$ cat config.mk
export PLATFORM = sky130hd
export DESIGN_NAME = sorted_min_stack_top_flat
export DESIGN_NICKNAME = d
export VERILOG_FILES = /design/src/rtl/smq_pkg.sv /design/src/rtl/smq_in_if.sv /design/src/rtl/smq_out_if.sv /design/src/rtl/sorted_min_stack_top.sv /design/src/rtl/smq_cell.sv /design/src/flat_wrapper.sv
export SDC_FILE = /design/constraint.sdc
export NUM_CORES = 2
export LEC_CHECK = 0
export ABC_CLOCK_PERIOD_IN_PS = 7000
export BUFFER_PORTS_ARGS = -buffer_cell sky130_fd_sc_hd__buf_2
export CORE_MARGIN = 2
export CORE_UTILIZATION = 30
export DETAILED_ROUTE_END_ITERATION = 10
export PLACE_DENSITY_LB_ADDON = 0.2
export SLEW_MARGIN = 10
export SYNTH_ARGS = -nofsm -noshare
export SYNTH_HDL_FRONTEND = slang
export SYNTH_SLANG_ARGS = --single-unit
$ cat constraint.sdc
create_clock -name clk_i -period 7 [get_ports clk_i]
set_input_delay 0.7 -clock clk_i [delete_from_list [all_inputs] [get_ports clk_i]]
set_output_delay 0.7 -clock clk_i [all_outputs]
set_load 0.1 [all_outputs]
$ cat src/rtl/smq_pkg.sv
`timescale 1ns / 1ps

package smq_pkg;

  // Store size and field widths
  localparam int unsigned DEPTH   = 16;
  localparam int unsigned CNT_W   = $clog2(DEPTH + 1);
  localparam int unsigned VAL_W   = 32;
  localparam int unsigned COUNT_W = 5;

  // Operation codes carried in func
  localparam logic FUNC_PUSH = 1'b0;
  localparam logic FUNC_POP  = 1'b1;

  typedef logic signed [VAL_W-1:0] val_t;
  typedef logic [CNT_W-1:0]        cnt_t;

  // Operation broadcast to every cell
  typedef struct packed {
    logic push;
    logic pop;
    val_t value;
  } cmd_t;

  // What a cell hands to the cell below it
  typedef struct packed {
    val_t val;
    logic gt;
  } link_t;

endpackage

$ cat src/rtl/smq_in_if.sv
`timescale 1ns / 1ps

interface smq_in_if;
  import smq_pkg::*;

  logic valid;
  logic ready;
  logic func;
  val_t value;

  modport source (output valid, output func, output value, input ready);
  modport sink   (input valid, input func, input value, output ready);
endinterface

$ cat src/rtl/smq_out_if.sv
`timescale 1ns / 1ps

interface smq_out_if;
  import smq_pkg::*;

  logic               valid;
  logic               ready;
  val_t               top_value;
  logic [COUNT_W-1:0] count;
  logic               is_empty;
  logic               error;

  modport source (output valid, output top_value, output count, output is_empty,
                  output error, input ready);
  modport sink   (input valid, input top_value, input count, input is_empty,
                  input error, output ready);
endinterface

$ cat src/rtl/sorted_min_stack_top.sv
`timescale 1ns / 1ps
// Channel   Dir  Payload                            Handshake
// in_i      in   func, value                        valid/ready
// out_o     out  top_value, count, is_empty, error  valid/ready
//
// One transaction a cycle: every input transaction yields one result in the
// cycle after it, and a new transaction is taken in that same cycle when the
// result register is free or being drained. The cell row updates all entries
// at once. Reset clears the entry count and the result valid; cell contents
// need none. A stalled result holds the input: ready drops only while out_o is
// full and not taken.

module sorted_min_stack_top import smq_pkg::*; (
  input  logic clk_i,
  input  logic rst_ni,
  smq_in_if.sink    in_i,
  smq_out_if.source out_o
);

  // Handshake and operation decode
  logic fire, full, empty, do_push, do_pop, err;
  cnt_t count_q, count_d;
  logic out_valid_q;

  assign in_i.ready = !out_valid_q || out_o.ready;
  assign fire       = in_i.valid && in_i.ready;
  assign full       = (count_q == cnt_t'(DEPTH));
  assign empty      = (count_q == '0);
  assign do_push    = fire && (in_i.func == FUNC_PUSH) && !full;
  assign do_pop     = fire && (in_i.func == FUNC_POP) && !empty;
  // Drop push on full and pop on empty, and flag them
  assign err        = fire && !do_push && !do_pop;

  always_comb begin
    count_d = count_q;
    if (do_push) begin
      count_d = count_q + cnt_t'(1);
    end else if (do_pop) begin
      count_d = count_q - cnt_t'(1);
    end
  end

  // Cell row: cell 0 holds the minimum, larger values sit further down
  cmd_t  cmd;
  logic  occ  [DEPTH];
  link_t link [DEPTH];
  val_t  val_d [DEPTH];

  assign cmd = '{push: do_push, pop: do_pop, value: in_i.value};

  for (genvar k = 0; k < DEPTH; k++) begin : g_cell
    link_t prev;
    val_t  next_val;

    assign occ[k] = (cnt_t'(k) < count_q);

    if (k == 0) begin : g_first
      assign prev = '{val: '0, gt: 1'b0};
    end else begin : g_mid
      assign prev = link[k-1];
    end

    // Last cell keeps its own value on pop; it leaves the occupied range anyway
    if (k == DEPTH - 1) begin : g_last
      assign next_val = link[k].val;
    end else begin : g_inner
      assign next_val = link[k+1].val;
    end

    smq_cell u_cell (
      .clk_i      (clk_i),
      .cmd_i      (cmd),
      .occ_i      (occ[k]),
      .prev_i     (prev),
      .next_val_i (next_val),
      .link_o     (link[k]),
      .val_d_o    (val_d[k])
    );
  end

  // Result register
  val_t               top_q;
  logic [COUNT_W-1:0] cnt_out_q;
  logic               empty_q, err_q;

  always_ff @(posedge clk_i or negedge rst_ni) begin
    if (!rst_ni) begin
      count_q     <= '0;
      out_valid_q <= 1'b0;
    end else begin
      count_q <= count_d;
      if (fire) begin
        out_valid_q <= 1'b1;
      end else if (out_o.ready) begin
        out_valid_q <= 1'b0;
      end
    end
  end

  always_ff @(posedge clk_i) begin
    if (fire) begin
      top_q     <= (count_d == '0) ? '0 : val_d[0];
      cnt_out_q <= COUNT_W'(count_d);
      empty_q   <= (count_d == '0);
      err_q     <= err;
    end
  end

  assign out_o.valid     = out_valid_q;
  assign out_o.top_value = top_q;
  assign out_o.count     = cnt_out_q;
  assign out_o.is_empty  = empty_q;
  assign out_o.error     = err_q;

`ifndef NO_ASSERTIONS
  a_count_bound : assert property (@(posedge clk_i) disable iff (!rst_ni)
    count_q <= cnt_t'(DEPTH))
    else $error("entry count above depth");

  a_empty_flag : assert property (@(posedge clk_i) disable iff (!rst_ni)
    out_valid_q |-> (empty_q == (cnt_out_q == '0)))
    else $error("empty flag disagrees with count");

  a_err_hold : assert property (@(posedge clk_i) disable iff (!rst_ni)
    err |=> (count_q == $past(count_q)) && err_q)
    else $error("rejected transaction changed the count");

  a_pop_count : assert property (@(posedge clk_i) disable iff (!rst_ni)
    do_pop |=> (count_q == $past(count_q) - cnt_t'(1)))
    else $error("pop did not remove one entry");
`endif

endmodule

$ cat src/rtl/smq_cell.sv
`timescale 1ns / 1ps

module smq_cell import smq_pkg::*; (
  input  logic  clk_i,
  input  cmd_t  cmd_i,
  input  logic  occ_i,
  input  link_t prev_i,
  input  val_t  next_val_i,
  output link_t link_o,
  output val_t  val_d_o
);

  val_t val_q, val_d;
  logic gt;

  // Empty cells act as +infinity; a new value goes above equal entries
  assign gt = !occ_i || (cmd_i.value <= val_q);

  always_comb begin
    val_d = val_q;
    if (cmd_i.push) begin
      if (prev_i.gt) begin
        val_d = prev_i.val;
      end else if (gt) begin
        val_d = cmd_i.value;
      end
    end else if (cmd_i.pop) begin
      val_d = next_val_i;
    end
  end

  always_ff @(posedge clk_i) begin
    val_q <= val_d;
  end

  assign link_o  = '{val: val_q, gt: gt};
  assign val_d_o = val_d;

endmodule
$ cat src/flat_wrapper.sv
// flat-port wrapper written by rule: the top's interface ports become plain ports
module sorted_min_stack_top_flat import smq_pkg::*;
  (clk_i, rst_ni, in_i_valid, in_i_func, in_i_value, in_i_ready, out_o_valid, out_o_top_value, out_o_count, out_o_is_empty, out_o_error, out_o_ready);
  smq_in_if in_i_i ();
  smq_out_if out_o_i ();
  input  logic clk_i;
  input  logic rst_ni;
  input wire logic [$bits(in_i_i.valid)-1:0] in_i_valid;
  input wire logic [$bits(in_i_i.func)-1:0] in_i_func;
  input wire logic [$bits(in_i_i.value)-1:0] in_i_value;
  output wire logic [$bits(in_i_i.ready)-1:0] in_i_ready;
  output wire logic [$bits(out_o_i.valid)-1:0] out_o_valid;
  output wire logic [$bits(out_o_i.top_value)-1:0] out_o_top_value;
  output wire logic [$bits(out_o_i.count)-1:0] out_o_count;
  output wire logic [$bits(out_o_i.is_empty)-1:0] out_o_is_empty;
  output wire logic [$bits(out_o_i.error)-1:0] out_o_error;
  input wire logic [$bits(out_o_i.ready)-1:0] out_o_ready;
  assign in_i_i.valid = in_i_valid;
  assign in_i_i.func = in_i_func;
  assign in_i_i.value = in_i_value;
  assign in_i_ready = in_i_i.ready;
  assign out_o_valid = out_o_i.valid;
  assign out_o_top_value = out_o_i.top_value;
  assign out_o_count = out_o_i.count;
  assign out_o_is_empty = out_o_i.is_empty;
  assign out_o_error = out_o_i.error;
  assign out_o_i.ready = out_o_ready;
  sorted_min_stack_top u_core (.clk_i(clk_i), .rst_ni(rst_ni), .in_i(in_i_i), .out_o(out_o_i));
endmodule
==> results.json <==
{
  "status": "complete, no violations",
  "relSlewSlack_pct": 19.6,
  "dr.pass1.iters": 6,
  "min_period_ps": 4530,
  "critical_path_class": "register to register",
  "synth_edf_count": 519,
  "critPathMaxFanout": 19,
  "setup_tns_ps": 0,
  "synth_xor_area_share_pct": 0.0685,
  "syn-num-nets": 4394,
  "synth_area_leaders": "edfxtp_1 (41%), ha_1 (17%), o221ai_1 (7.6%)",
  "postSynthCellCount": 3842,
  "routed_wl_um": 124000,
  "io_pins": 78,
  "grt_pass1_vias": 29500,
  "cts.sinks": 557,
  "start_util_pct": 30.2,
  "die_area_um2": 131000,
  "setup_viol": 0,
  "die_y_um": 362,
  "n_antenna_cell": 0,
  "synthTopCellsByCount": "inv_1 (549), edfxtp_1 (519), ha_1 (515)",
  "synth_top_family_by_area": "compound AO/OA/AOI/OAI gates",
  "p_leak_nw": 17.9,
  "drtIter0Drc": 2972,
  "cpPeakStageDelay_ps": 1040,
  "synth.most_common_cell": "inv_1",
  "hold_violations": 0,
  "synthAdderAreaFrac_pct": 16.8,
  "cts_buffers": 68,
  "crit_buf_inv": 2,
  "async_flop_share_pct": 1.08,
  "std_cell_rows": 131,
  "io_buffer_count": 77,
  "timing.final.crit_share_pct": 64.7,
  "fp.dieW_um": 362,
  "min_path_type": "input port to register",
  "yosysTopAreaCellShare_pct": 40.6,
  "whs_ps": 295,
  "synth_area_um2": 38400,
  "end_kind": "register",
  "skew_ps": 16.0,
  "tightest_slew_ps": 1200,
  "routabilityCongestion": 0.856,
  "muxShareOfSynthArea_pct": 1.41,
  "vias_per_cell": 5.47,
  "ir_worst_vdd_mv": 0.246,
  "clk_pin_slew_worst_paths_ps": 60,
  "crit_required_ps": 7370,
  "antenna_found_initial": 2,
  "yosys.area.top_type": "edfxtp_1",
  "syn2layout_area_growth_pct": 11.6,
  "yosysWarnings": 0,
  "insertion_delay_ps": 620,
  "post-dp-hpwl_um": 95700,
  "finalMaxSlewViolations": 0,
  "htreeDepth": 3,
  "grt_pass1_wl_um": 187000,
  "synth_seq_area_share_pct": 42.7,
  "rsz0062_at_grt": "false",
  "core_area_um2": 127000,
  "cts_tree": "built",
  "synth_simple_gate_area_share_pct": 12.2,
  "drc": 0,
  "grt_use_total_pct": 18.4,
  "avgSynthCellArea_um2": 9.99,
  "grt_max_degree": 106,
  "synth_flop_cell": "edfxtp_1",
  "synth_compound_area_share_pct": 19.0,
  "p_per_area_nw_per_um2": 301,
  "slowest_stage": "a211oi_4",
  "synth_cell_types": 74,
  "ant_nets": 0,
  "nets": 4403,
  "cap_violations": 0,
  "path_cells": "inv_1, ha_1, nor3b_1, a211oi_4, nor2_1, a21oi_2, buf_4, a21oi_1, a221o_1, and2_1",
  "clock-root-buffer": "clkbuf_16",
  "cts_buffer_depth": 3,
  "fmax_mhz": 221,
  "startpoint_type": "register",
  "grt-ovfl-total": 0,
  "synth_seq_cells": 557,
  "vias": 30400,
  "fin_util_pct": 33.7,
  "critical_path_arrival_ps": 4900,
  "final_layout_size_suffix_gt1_share_pct": 8.22,
  "post_drt_wl_per_cell_um": 22.2,
  "critPathTopFamily": "compound AO/OA/AOI/OAI gates"
}
-- cell usage in the layout (no fill, tap or decap), types with 7 or more instances in the layout --
| cell type | synthesis | final |
|---|---|---|
| and4_1 | 23 | 23 |
| mux2i_1 | 13 | 12 |
| a221oi_1 | 8 | 8 |
| dfxtp_1 | 32 | 32 |
| a21boi_0 | 9 | 9 |
| and3_1 | 10 | 10 |
| nand3_1 | 186 | 185 |
| and2_1 | 32 | 34 |
| nand4_1 | 97 | 97 |
| nor2_1 | 148 | 142 |
| o211ai_1 | 26 | 26 |
| clkinv_2 | 0 | 8 |
| inv_1 | 549 | 548 |
| a31oi_1 | 11 | 11 |
| clkbuf_16 | 0 | 75 |
| a2111oi_0 | 7 | 7 |
| a21o_1 | 64 | 64 |
| clkinv_1 | 0 | 15 |
| mux2_2 | 35 | 35 |
| a211oi_1 | 13 | 12 |
| edfxtp_1 | 519 | 519 |
| buf_2 | 58 | 77 |
| nand2_1 | 386 | 386 |
| nor4_1 | 15 | 15 |
| buf_4 | 4 | 83 |
| a21oi_1 | 243 | 241 |
| a221o_1 | 137 | 137 |
| ha_1 | 515 | 515 |
| o21ai_0 | 53 | 52 |
| nor2b_1 | 24 | 24 |
| clkbuf_1 | 145 | 17 |
| nand2b_1 | 12 | 12 |
| nor3_1 | 24 | 19 |
| o221ai_1 | 332 | 332 |
-- path summary, 6_finish.rpt --
kind	startpoint	endpoint	slack, ps	cells past startpoint
worst max-delay path	u_core.count_q[1]	u_core.out_o.top_value[29]	2470	10
worst min-delay path	in_i_valid	u_core.out_o.valid	290	2
worst max register to register	u_core.count_q[1]	u_core.out_o.top_value[29]	2470	10
worst min register to register	u_core.out_o.valid	u_core.out_o.valid	550	2
max in group asynchronous	rst_ni	u_core.count_q[0]	6420	2
min in group asynchronous	rst_ni	u_core.out_o.valid	440	2
-- power breakdown --
group / switching [mW] / internal, mW / leakage (nW)
logic: 3.10 / 1.44 / 11.6
registers: 0.396 / 4.50 / 5.27
clock network: 1.46 / 1.99 / 1.04
-- through the flow --
step / std cells / total power, mW / instance area (µm²) / setup slack (ps)
2_1_floorplan: 3842 / 8.11 / 38400 / 1290
3_3_place_gp: 5442 / 9.40 / 40700 / 1910
3_5_place_dp: 5442 / 9.45 / 40700 / 1970
4_1_cts: 5565 / 13.0 / 42800 / 2530
5_1_grt: 5565 / 13.7 / 42800 / 2160
6_report: 5565 / 12.9 / 42800 / 2470
-- state kept, by name, summed over array words and instances (netlist names) --
| name | cells |
|---|---|
| u_core.out_o.error | 1 |
| u_core.out_o.top_value | 32 |
| u_core.count_q | 5 |
| u_core.g_cell.u_cell.val_q | 512 |
| u_core.out_o.count | 5 |
| u_core.out_o.is_empty | 1 |
| u_core.out_o.valid | 1 |
-- repair_timing --
item / 4_1_cts / 5_1_grt
setup endpoints to repair: 0 / 0
hold buffers: 1 / 0
endpoints found under the hold margin: 6 / 0
setup buffers: 0 / 0
resized for setup: 0 / 0
-- final cells by class --
class                   count  area [µm²]
clock inverters            25         110
well taps                1662        2080
clock buffers              97        2010
fillers                 13100       84400
inverters                 549        2060
flip-flops and latches    557       16400
repair buffers            164        1080
multi-input cells        2511       19100
-- layer usage --
layer	part of all wire [%]	vias up	track usage (%)	wire length (µm)
li1	-	14600	-	-
met1	52	14800	28.9	64600
met2	41	836	26.8	50600
met3	4.5	151	1.68	5530
met4	2.2	0	4.62	2760
met5	0	-	0	0
-- cell families (layout without fill, tap and decap cells) --
group,count (synthesis),in the layout
and+or+nand+nor,985,985
AOI/OAI and AO/OA,959,959
buffers and inverters,774,835
DFF,557,557
adders and majority gates,515,515
muxes,49,49
xor gates and xnor gates,3,3
(Power assumes the default switching activity.)
